--- src/sv/arpl_pkg.sv ---
// Shared types, constants and decode helpers for the audio level meter.
`timescale 1ns / 1ps

package arpl_pkg;

    // Sample count limit per buffer
    localparam int MAX_SAMPLES_LOG2 = 16;

    // Field widths
    localparam int WORD_W  = 32;
    localparam int MAG_W   = 24;
    localparam int SQ_W    = 2 * MAG_W;
    localparam int SUM_W   = 63;
    localparam int COUNT_W = 17;
    localparam int FMT_W   = 2;

    localparam logic [COUNT_W-1:0] COUNT_LIMIT = COUNT_W'(1 << MAX_SAMPLES_LOG2);

    // Sample format codes
    localparam logic [FMT_W-1:0] FMT_FLOAT32 = 2'd0;
    localparam logic [FMT_W-1:0] FMT_PCM16   = 2'd1;
    localparam logic [FMT_W-1:0] FMT_PCM24   = 2'd2;
    localparam logic [FMT_W-1:0] FMT_UNSUP   = 2'd3;

    // Q1.23 saturation magnitudes
    localparam logic [MAG_W-1:0] MAG_POS_SAT = 24'h7F_FFFF;
    localparam logic [MAG_W-1:0] MAG_NEG_SAT = 24'h80_0000;

    // Float exponent points
    localparam logic [7:0] EXP_ONE = 8'd127;

    // Decoupling queue
    localparam int QUEUE_DEPTH = 4;
    localparam int QUEUE_AW    = $clog2(QUEUE_DEPTH);

    // Classified sample handed from front to back
    typedef struct packed {
        logic [MAG_W-1:0] mag;   // magnitude in Q1.23
        logic             sat;   // float saturated
        logic             last;  // closes the buffer
        logic             skip;  // unsupported format, not accumulated
    } arpl_sample_t;

    // Magnitude of a 24-bit two's complement value
    function automatic logic [MAG_W-1:0] abs_q23(input logic [MAG_W-1:0] v);
        abs_q23 = v[MAG_W-1] ? (~v + MAG_W'(1)) : v;
    endfunction

endpackage

--- src/sv/arpl_front.sv ---
// Front end: config register, input handshake and sample decode to Q1.23 magnitude.
`timescale 1ns / 1ps

module arpl_front
    import arpl_pkg::*;
(
    input  logic               clk,
    input  logic               rst_n,
    // configuration port
    input  logic               psel,
    input  logic               penable,
    input  logic               pwrite,
    input  logic [31:0]        pwdata,
    output logic [31:0]        prdata,
    // input stream
    input  logic               s_tvalid,
    output logic               s_tready,
    input  logic [WORD_W-1:0]  s_tdata,
    input  logic               s_tlast,
    // to queue
    output logic               push,
    output arpl_sample_t       push_item,
    input  logic               push_ready
);

    logic [FMT_W-1:0] fmt_reg;
    logic [7:0]       exp_f;
    logic [6:0]       shift_f;
    logic [MAG_W-1:0] full_f;
    logic [MAG_W-1:0] mag;
    logic             sat;
    logic             skip;

    // Format register; single register decodes every address
    always_ff @(posedge clk or negedge rst_n)
    begin
        if (!rst_n)
        begin
            fmt_reg <= FMT_PCM16;
        end
        else if (psel && penable && pwrite)
        begin
            fmt_reg <= pwdata[FMT_W-1:0];
        end
    end

    assign prdata = {{(32 - FMT_W){1'b0}}, fmt_reg};

    // Sample decode
    always_comb
    begin
        exp_f   = s_tdata[30:23];
        full_f  = {1'b1, s_tdata[22:0]};
        shift_f = 7'(EXP_ONE - exp_f);
        mag     = '0;
        sat     = 1'b0;
        skip    = 1'b0;
        case (fmt_reg)
            FMT_FLOAT32:
            begin
                if (exp_f >= EXP_ONE)
                begin
                    sat = 1'b1;
                    mag = s_tdata[31] ? MAG_NEG_SAT : MAG_POS_SAT;
                end
                else if (exp_f == 8'd0)
                begin
                    mag = '0;
                end
                else if (shift_f >= 7'(MAG_W))
                begin
                    mag = '0;
                end
                else
                begin
                    mag = full_f >> shift_f;
                end
            end
            FMT_PCM16:
            begin
                mag = abs_q23({s_tdata[15:0], 8'h00});
            end
            FMT_PCM24:
            begin
                mag = abs_q23(s_tdata[31:8]);
            end
            default:
            begin
                skip = 1'b1;
            end
        endcase
    end

    assign s_tready       = push_ready;
    assign push           = s_tvalid && push_ready;
    assign push_item.mag  = mag;
    assign push_item.sat  = sat;
    assign push_item.last = s_tlast;
    assign push_item.skip = skip;

endmodule

--- src/sv/arpl_queue.sv ---
// Short FIFO of classified samples between front and back.
`timescale 1ns / 1ps

module arpl_queue
    import arpl_pkg::*;
(
    input  logic         clk,
    input  logic         rst_n,
    input  logic         push,
    input  arpl_sample_t push_item,
    output logic         push_ready,
    input  logic         pop,
    output arpl_sample_t pop_item,
    output logic         pop_valid
);

    arpl_sample_t           slot_reg [QUEUE_DEPTH];
    logic [QUEUE_AW-1:0]    wr_ptr_reg;
    logic [QUEUE_AW-1:0]    rd_ptr_reg;
    logic [QUEUE_AW:0]      fill_reg;
    logic                   do_push;
    logic                   do_pop;

    assign push_ready = (fill_reg != (QUEUE_AW + 1)'(QUEUE_DEPTH));
    assign pop_valid  = (fill_reg != '0);
    assign pop_item   = slot_reg[rd_ptr_reg];
    assign do_push    = push && push_ready;
    assign do_pop     = pop && pop_valid;

    // Payload slots
    always_ff @(posedge clk)
    begin
        if (do_push)
        begin
            slot_reg[wr_ptr_reg] <= push_item;
        end
    end

    // Pointers and fill level
    always_ff @(posedge clk or negedge rst_n)
    begin
        if (!rst_n)
        begin
            wr_ptr_reg <= '0;
            rd_ptr_reg <= '0;
            fill_reg   <= '0;
        end
        else
        begin
            if (do_push)
            begin
                wr_ptr_reg <= wr_ptr_reg + QUEUE_AW'(1);
            end
            if (do_pop)
            begin
                rd_ptr_reg <= rd_ptr_reg + QUEUE_AW'(1);
            end
            if (do_push && !do_pop)
            begin
                fill_reg <= fill_reg + (QUEUE_AW + 1)'(1);
            end
            else if (do_pop && !do_push)
            begin
                fill_reg <= fill_reg - (QUEUE_AW + 1)'(1);
            end
        end
    end

    // Fill level stays within depth
    a_fill_bound: assert property (@(posedge clk) disable iff (!rst_n)
        fill_reg <= (QUEUE_AW + 1)'(QUEUE_DEPTH))
        else $error("queue fill above depth");

    // A full queue takes no beat
    a_full_hold: assert property (@(posedge clk) disable iff (!rst_n)
        (!push_ready && !do_pop) |=> (fill_reg == (QUEUE_AW + 1)'(QUEUE_DEPTH)))
        else $error("queue fill changed while full and not drained");

    // An empty queue offers nothing
    a_empty_pop: assert property (@(posedge clk) disable iff (!rst_n)
        (fill_reg == '0) |-> !pop_valid)
        else $error("queue valid while empty");

endmodule

--- src/sv/arpl_back.sv ---
// Back end: square stage, accumulate stage and registered result beat.
`timescale 1ns / 1ps

module arpl_back
    import arpl_pkg::*;
(
    input  logic                clk,
    input  logic                rst_n,
    // from queue
    input  logic                pop_valid,
    input  arpl_sample_t        pop_item,
    output logic                pop,
    // result stream
    output logic                m_tvalid,
    input  logic                m_tready,
    output logic [103:0]        m_tdata,
    output logic                m_tuser
);

    // square stage
    logic                a_valid_reg;
    arpl_sample_t        a_item_reg;
    logic [SQ_W-1:0]     a_sq_reg;
    logic                a_load;
    logic                a_fire;

    // accumulators
    logic [SUM_W-1:0]    acc_sum_reg;
    logic [SUM_W-1:0]    acc_sum_next;
    logic [MAG_W-1:0]    acc_peak_reg;
    logic [MAG_W-1:0]    acc_peak_next;
    logic [COUNT_W-1:0]  acc_count_reg;
    logic [COUNT_W-1:0]  acc_count_next;
    logic                acc_flag_reg;
    logic                acc_flag_next;
    logic                at_limit;

    // result register
    logic                out_valid_reg;
    logic [SUM_W-1:0]    out_sum_reg;
    logic [MAG_W-1:0]    out_peak_reg;
    logic [COUNT_W-1:0]  out_count_reg;
    logic                out_flag_reg;
    logic                out_free;

    assign out_free = !out_valid_reg || m_tready;
    assign a_fire   = a_valid_reg && (!a_item_reg.last || out_free);
    assign a_load   = !a_valid_reg || a_fire;
    assign pop      = a_load && pop_valid;

    // Square stage
    always_ff @(posedge clk or negedge rst_n)
    begin
        if (!rst_n)
        begin
            a_valid_reg <= 1'b0;
        end
        else if (a_load)
        begin
            a_valid_reg <= pop_valid;
        end
    end

    always_ff @(posedge clk)
    begin
        if (pop)
        begin
            a_item_reg <= pop_item;
            a_sq_reg   <= pop_item.mag * pop_item.mag;
        end
    end

    // Accumulate: a sample at the count limit only raises the flag
    always_comb
    begin
        at_limit       = (acc_count_reg >= COUNT_LIMIT);
        acc_sum_next   = acc_sum_reg;
        acc_peak_next  = acc_peak_reg;
        acc_count_next = acc_count_reg;
        acc_flag_next  = acc_flag_reg;
        if (!a_item_reg.skip)
        begin
            acc_flag_next = acc_flag_reg || a_item_reg.sat || at_limit;
            if (!at_limit)
            begin
                acc_sum_next   = acc_sum_reg + SUM_W'(a_sq_reg);
                acc_peak_next  = (a_item_reg.mag > acc_peak_reg) ? a_item_reg.mag
                                                                  : acc_peak_reg;
                acc_count_next = acc_count_reg + COUNT_W'(1);
            end
        end
    end

    always_ff @(posedge clk or negedge rst_n)
    begin
        if (!rst_n)
        begin
            acc_sum_reg   <= '0;
            acc_peak_reg  <= '0;
            acc_count_reg <= '0;
            acc_flag_reg  <= 1'b0;
        end
        else if (a_fire)
        begin
            if (a_item_reg.last)
            begin
                acc_sum_reg   <= '0;
                acc_peak_reg  <= '0;
                acc_count_reg <= '0;
                acc_flag_reg  <= 1'b0;
            end
            else
            begin
                acc_sum_reg   <= acc_sum_next;
                acc_peak_reg  <= acc_peak_next;
                acc_count_reg <= acc_count_next;
                acc_flag_reg  <= acc_flag_next;
            end
        end
    end

    // Result beat; unsupported format closes with all-zero totals
    always_ff @(posedge clk or negedge rst_n)
    begin
        if (!rst_n)
        begin
            out_valid_reg <= 1'b0;
        end
        else if (a_fire && a_item_reg.last)
        begin
            out_valid_reg <= 1'b1;
        end
        else if (m_tready)
        begin
            out_valid_reg <= 1'b0;
        end
    end

    always_ff @(posedge clk)
    begin
        if (a_fire && a_item_reg.last)
        begin
            if (a_item_reg.skip)
            begin
                out_sum_reg   <= '0;
                out_peak_reg  <= '0;
                out_count_reg <= '0;
                out_flag_reg  <= 1'b0;
            end
            else
            begin
                out_sum_reg   <= acc_sum_next;
                out_peak_reg  <= acc_peak_next;
                out_count_reg <= acc_count_next;
                out_flag_reg  <= acc_flag_next;
            end
        end
    end

    assign m_tvalid = out_valid_reg;
    assign m_tdata  = {out_count_reg, out_peak_reg, out_sum_reg};
    assign m_tuser  = out_flag_reg;

    // Totals clear after a buffer closes
    a_clear_on_last: assert property (@(posedge clk) disable iff (!rst_n)
        (a_fire && a_item_reg.last) |=> (acc_count_reg == '0 && acc_sum_reg == '0))
        else $error("accumulators not cleared after last sample");

    // Count never passes the limit
    a_count_bound: assert property (@(posedge clk) disable iff (!rst_n)
        acc_count_reg <= COUNT_LIMIT)
        else $error("sample count above limit");

    // No samples counted means nothing summed
    a_empty_totals: assert property (@(posedge clk) disable iff (!rst_n)
        (acc_count_reg == '0) |-> (acc_sum_reg == '0 && acc_peak_reg == '0))
        else $error("totals nonzero with zero count");

    // A closing sample never overwrites a result still waiting
    a_no_overwrite: assert property (@(posedge clk) disable iff (!rst_n)
        (a_fire && a_item_reg.last) |-> (!out_valid_reg || m_tready))
        else $error("result overwritten before taken");

endmodule

--- src/sv/audio_rms_peak_level_meter.sv ---
// A closing sample passes the queue, the square stage and the result register.
// Throughput: one sample per cycle unless stalled; 24x24 square, 63-bit accumulate.
// A 4-entry queue decouples decode from accumulate, so each side stalls on its own.
// Reset (rst_n, async low): totals and queue cleared, sample format set to pcm16.
// Result beats that wait on m_tready do not block later non-closing samples.
`timescale 1ns / 1ps

module audio_rms_peak_level_meter
    import arpl_pkg::*;
(
    input  logic          clk,
    input  logic          rst_n,
    // configuration port
    input  logic          psel,
    input  logic          penable,
    input  logic          pwrite,
    input  logic [1:0]    paddr,
    input  logic [31:0]   pwdata,
    output logic [31:0]   prdata,
    output logic          pready,
    // sample stream
    input  logic          s_tvalid,
    output logic          s_tready,
    input  logic [31:0]   s_tdata,    // [31:0] sample_word
    input  logic          s_tlast,    // last_in_buffer
    // result stream
    output logic          m_tvalid,
    input  logic          m_tready,
    output logic [103:0]  m_tdata,    // [62:0] sum_squares, [86:63] peak_abs,
                                      // [103:87] sample_count
    output logic          m_tuser     // range_flag
);

    logic         push;
    arpl_sample_t push_item;
    logic         push_ready;
    logic         pop;
    arpl_sample_t pop_item;
    logic         pop_valid;
    logic [31:0]  fmt_rdata;

    assign pready = 1'b1;
    // one register: every address maps to it
    assign prdata = (paddr == 2'd0) ? fmt_rdata : fmt_rdata;

    arpl_front u_front (
        .clk        (clk),
        .rst_n      (rst_n),
        .psel       (psel),
        .penable    (penable),
        .pwrite     (pwrite),
        .pwdata     (pwdata),
        .prdata     (fmt_rdata),
        .s_tvalid   (s_tvalid),
        .s_tready   (s_tready),
        .s_tdata    (s_tdata),
        .s_tlast    (s_tlast),
        .push       (push),
        .push_item  (push_item),
        .push_ready (push_ready)
    );

    arpl_queue u_queue (
        .clk        (clk),
        .rst_n      (rst_n),
        .push       (push),
        .push_item  (push_item),
        .push_ready (push_ready),
        .pop        (pop),
        .pop_item   (pop_item),
        .pop_valid  (pop_valid)
    );

    arpl_back u_back (
        .clk        (clk),
        .rst_n      (rst_n),
        .pop_valid  (pop_valid),
        .pop_item   (pop_item),
        .pop        (pop),
        .m_tvalid   (m_tvalid),
        .m_tready   (m_tready),
        .m_tdata    (m_tdata),
        .m_tuser    (m_tuser)
    );

endmodule

--- config.mk ---
export PLATFORM = sky130hd
export DESIGN_NAME = audio_rms_peak_level_meter
export DESIGN_NICKNAME = d
export VERILOG_FILES = /design/src/sv/arpl_pkg.sv /design/src/sv/arpl_front.sv /design/src/sv/arpl_queue.sv /design/src/sv/arpl_back.sv /design/src/sv/audio_rms_peak_level_meter.sv
export SDC_FILE = /design/constraint.sdc
export NUM_CORES = 2
export LEC_CHECK = 0
export BUFFER_PORTS_ARGS = -buffer_cell sky130_fd_sc_hd__buf_2
export CAP_MARGIN = 20
export CORE_MARGIN = 8
export CORE_UTILIZATION = 60
export CTS_CLUSTER_DIAMETER = 200
export DETAILED_ROUTE_END_ITERATION = 8
export GPL_TIMING_DRIVEN = 0
export PLACE_DENSITY = 0.83
export SYNTH_ARGS = -nofsm -noshare
export SYNTH_HDL_FRONTEND = slang
export SYNTH_SLANG_ARGS = --single-unit
--- constraint.sdc ---
create_clock -name clk -period 17.4 [get_ports clk]
set_clock_uncertainty 0.15 [all_clocks]
set_input_delay 1.74 -clock clk [delete_from_list [all_inputs] [get_ports clk]]
set_output_delay 1.74 -clock clk [all_outputs]
set_load 0.005 [all_outputs]
# [Yosys cells after proc, flatten, opt, wreduce, memory -nomap -nowiden]
# Memories as Yosys holds them, arrays and structs flattened.
# Cells that the tools add are included.
[totals] ff_bits=296 ramBits=108 wordCells=94 n_memories=1
[memory_table] name="u_queue.slot_reg" depth=4 width=27 rd=1 rd_clocked_by_memory_dff=0 wr=1 line_no="arpl_queue.sv:17" text="arpl_sample_t slot_reg [QUEUE_DEPTH];"
[classes] addsub=9 multipliers=1 order_cmp=4 n_eq_ne=3 shifts=1 muxes=28 bitwise=2 n_reduce_logical=26
[op_table] cell="two-way mux 24 bit" n=10
[op_table] cell="two-way mux 63 bit" n=3
[op_table] cell="one-hot mux 24 bit (3 select lines)" n=1
[op_table] cell="adder 63 x 48 -> 63 bit" n=1
[op_table] cell="two-way mux 17 bit" n=3
[op_table] cell="adder 24 x 1 -> 24 bit (second input constant)" n=2
[op_table] cell="multiplier 24 x 24 -> 48 bit" n=1
[op_table] cell="inverter 24 bit" n=2
[op_table] cell="> comparator 24 bit" n=1
[op_table] cell=">> shifter 24 x 7 -> 24 bit" n=1
[op_table] cell="adder 17 x 1 -> 17 bit (second input constant)" n=1
[op_table] cell=">= comparator 17 bit (second input constant)" n=1
[op_table] cell="logical AND 1 bit" n=10
[op_table] cell="two-way mux 1 bit" n=9
[op_table] cell=">= comparator 8 x 7 -> 1 bit (second input constant)" n=1
[op_table] cell="zero test 8 bit" n=1
[op_table] cell=">= comparator 7 x 5 -> 1 bit (second input constant)" n=1
[op_table] cell="subtractor 7 bit (first input constant)" n=1
[op_table] cell="two-way mux 3 bit" n=2
[op_table] cell="zero test 1 bit" n=5
[op_table] cell="logical OR 1 bit" n=5
[op_table] cell="adder 2 x 1 -> 2 bit (second input constant)" n=2
[op_table] cell="nonzero test 2 bit" n=2
[op_table] cell="adder 3 x 1 -> 3 bit (second input constant)" n=1
[op_table] cell="7 further kinds" n=7

# [Longest topological paths before layout]
[depth] word_depth=10 ltp_mapped=34 ltp_nobuf=29

# [Cells and area by module]
# From an unflattened synthesis, not the netlist that was laid out.
[hier_totals] cells_unflattened=3808 area_unflattened_um2=38984.9
[by_module_without_submodules] module="arpl_back" instances=1 cells_each=3232 area_each_um2=31551.5
[by_module_without_submodules] module="arpl_queue" instances=1 cells_each=176 area_each_um2=4315.4
[by_module_without_submodules] module="arpl_front" instances=1 cells_each=398 area_each_um2=3106.7
[by_module_without_submodules] module="audio_rms_peak_level_meter" instances=1 cells_each=2 area_each_um2=11.3

# [Worst setup path before layout]
# OpenSTA, ideal clock, no wires.
[synth_timing] path_type="register to register" startpoint="reg u_queue.rd_ptr_reg[0]" endpoint="reg u_back.a_sq_reg[45], data pin" setup_time_ns=0.259 arrival_time_ns=8.142 required_time_ns=16.991 slack_ns=8.849 path_stages_with_launch=34 synth_period_minus_slack_ns=8.551 cell_sequence="dfrtp_1 > clkbuf_1 > buf_1 > buf_2 > mux2i_1 > nand2_1 > o21ai_1 > inv_1 > clkbuf_1 > nand2_1 > fa_1 > inv_1 > fa_1 > inv_1 > fa_1 > inv_1 > fa_1 > inv_1 > fa_1 > inv_1 > fa_1 > inv_1 > fa_1 > inv_1 > ha_1 > a211oi_1 > o21ai_0 > a221o_1 > a41oi_2 > o21ai_0 > a21boi_0 > o21a_1 > o21ai_0 > xnor2_1"
[synth_lines] item="start: declaration" line_no="arpl_queue.sv:19" text="logic [QUEUE_AW-1:0] rd_ptr_reg;"
[synth_lines] item="start signal: assignment" line_no="arpl_queue.sv:56" text="rd_ptr_reg <= rd_ptr_reg + QUEUE_AW'(1);"
[synth_lines] item="end signal: assignment" line_no="arpl_back.sv:69" text="a_sq_reg <= pop_item.mag * pop_item.mag;"
[synth_lines] item="end: declaration" line_no="arpl_back.sv:23" text="logic [SQ_W-1:0] a_sq_reg;"

==> impl_metrics.yaml <==
sta:
  final.period_utilization_pct: 63.3
  finalMaxSlewViolations: 0
  slew_headroom_pct: 16.2
  setup-violations-final: 0
  tns_ps: 0
  hold_viol: 0
  worst_slack_ps: 6390
  rsz0062_at_grt: "false"
  fmax_mhz: 90.8
  finalCriticalPeriod_ps: 11010
  max_slew.worst_pin.slew_ps: 1240
logic_synthesis:
  ys_ff_latch: 402
  ys.flop_type: "edfxtp_1"
  syn_area_um2: 37900
  seq_area_frac_synth_pct: 30.3
  ys_async_sr_fraction_pct: 28.9
  synth_top_area_share_pct: 22.6
  synth.distinct_cells: 90
  netlist_instances: 3855
  synthTopCellsByArea: "edfxtp_1 (23%), fa_1 (22%), ha_1 (8.3%), dfrtp_1 (7.6%), inv_1 (6.9%)"
  yosysMostFrequentCell: "inv_1"
  synth_common_cells: "inv_1 (697), fa_1 (426), nand2_1 (384)"
  yosysWarnings: 0
  synth.avg_cell_area_um2: 9.84
  synth_edf_count: 286
  synth_area_leader_cell: "edfxtp_1"
placed_design:
  dp_cells: 4883
  hpwlAfterDp_um: 82300
  io_buffers: 141
  gp_congestion: 0.993
  dpl_worst_slack_ps: 6550
clock_tree:
  tritoncts: "yes"
  cts_setup_buffers: 0
  clock_sinks: 402
  clockRootBuffer: "clkbuf_16"
  worstSkewPairLatency_ps: 580
  clkTransAtPathRegs_ps: 60
  cts_buffer_depth: 3
  cts_max_level: 2
  cts_buffers: 43
  holdBufCountCts: 0
  cts_resized: 0
setup_path:
  cp.required_ps: 17560
  worst_path_most_repeated_cell: "fa_1"
  worstSetupStartpointType: "register"
  critPathLaunch: "u_queue.rd_ptr_reg[0]"
  worstPathMaxFanout: 10
  reg2reg_slack_ps: 6390
  cp-end-kind: "register"
  critical_path.max_stage_delay_ps: 780
  cp_slowest_cell: "clkinv_1"
  r2r_start: "u_queue.rd_ptr_reg[0]"
  arrival_ps: 11180
  worstSetupPathType: "register to register"
job:
  maxCapViolations: 0
route:
  first_iter_violations: 2637
  vias: 29200
  ant_nets: 0
  drc: 0
  wl_per_cell_um: 21.0
  avgViaCountPerCell: 5.88
  routed_wl_um: 104000
  first_pass_iters: 5
final_layout:
  antenna_cells: 0
  ff_latch_area_um2: 11500
  fillers: 4800
  largest_register_ffs: 108
  area_growth_pct: 9.53
  multi_input_area_um2: 23000
  nNetsFinal: 4836
  final_cells: 4964
  drive_gt1_share_pct: 8.57
grt:
  grt_max_degree: 66
  grt.total_usage_pct: 29.1
  antenna_found_initial: 0
  grt-ovfl-total: 0
  grt_pass1_wl_um: 163000
  first_global_vias: 30200
floorplan:
  die_w_um: 267
  dieHeight_um: 267
  ioPinCount: 214
  rows: 92
  initial_utilization_pct: 60.4
  dieArea_um2: 71500
  fp.coreArea_um2: 62900
hold_path:
  min-delay-start: "u_queue.fill_reg[2]"
  hp-class: "register to register"
run_status:
  outcome: "finished, final reports clean"
critical path: cells and delay by family (launching register included):
| family | cells | cell delay [ps] |
|---|---|---|
| adder cells (fa/ha/maj) | 8 | 3770 |
| AO/OA/AOI/OAI | 9 | 2520 |
| buffers and inverters | 10 | 3150 |
| AND/OR/NAND/NOR | 2 | 290 |
| multiplexers | 1 | 220 |
| XOR/XNOR | 1 | 280 |
| flip-flops | 1 | 330 |
routing by layer:
layer / track usage, % / vias up / part of all wire, %
li1: - / 13100 / -
met3: 5.76 / 347 / 9.2
met4: 14.3 / 0 / 5.5
met5: 0 / - / 0
met2: 48.2 / 1480 / 47
met1: 36.6 / 14200 / 38
path summary, 6_finish.rpt:
check / endpoint / depth (start not counted)
setup / recovery: u_back.a_sq_reg[47] / 31
hold / removal: u_queue.fill_reg[2] / 1
setup reg to reg: u_back.a_sq_reg[47] / 31
hold reg to reg: u_queue.fill_reg[2] / 1
max in group asynchronous: u_front.fmt_reg[0] / 2
min in group asynchronous: u_back.acc_sum_reg[47] / 1
cell families after synthesis:
logic type               synth area share [%]
other                                  0.0198
buffers and inverters                    9.39
adder cells (fa/ha/maj)                  30.8
AND/OR/NAND/NOR                          10.5
multiplexers                             3.81
XOR/XNOR                                 3.42
flip-flops                               30.3
AO/OA/AOI/OAI                            11.8
layout make-up:
cell class | count | share of cell area [%]
clock buffer | 50 | 2.75
timing repair buffer | 154 | 2.30
sequential | 402 | 27.7
tap | 846 | 2.55
clock inverter | 30 | 0.789
buffer | 206 | 2.21
multi-input combinational | 2572 | 55.4
inverter | 704 | 6.36
layout by cell type (no fill, tap or decap), drive strengths merged, types with 9 or more instances in the layout:
cell,instances
mux2i,86
a31oi,16
nor2,297
o311ai,10
nor3,27
nand3,44
inv,699
o22ai,16
clkbuf,181
a22o,61
nand2,384
o21ai,176
or3,16
conb,31
a21oi,162
o21a,14
nor2b,10
or4,16
xor2,69
and2,15
a21o,58
mux2,38
a211oi,19
nand2b,10
and3,29
fa,426
o21bai,18
ha,253
nand4,40
clkinv,24
o31ai,24
o221ai,9
edfxtp,286
xnor2,79
o211ai,20
buf,229
dfrtp,115
a221o,9
per-stage QoR:
stage	hold slack (ps)	utilization (%)	area, µm²
floorplan	312	-	38100
global placement	327	63.4	39800
detailed placement	344	63.8	40100
CTS	356	66.1	41600
global route	388	66.1	41600
finish	355	66.1	41600
Power is left out: the tool's default activity adds up to more than one toggle a clock period on the data nets, which glitch-free logic cannot reach.
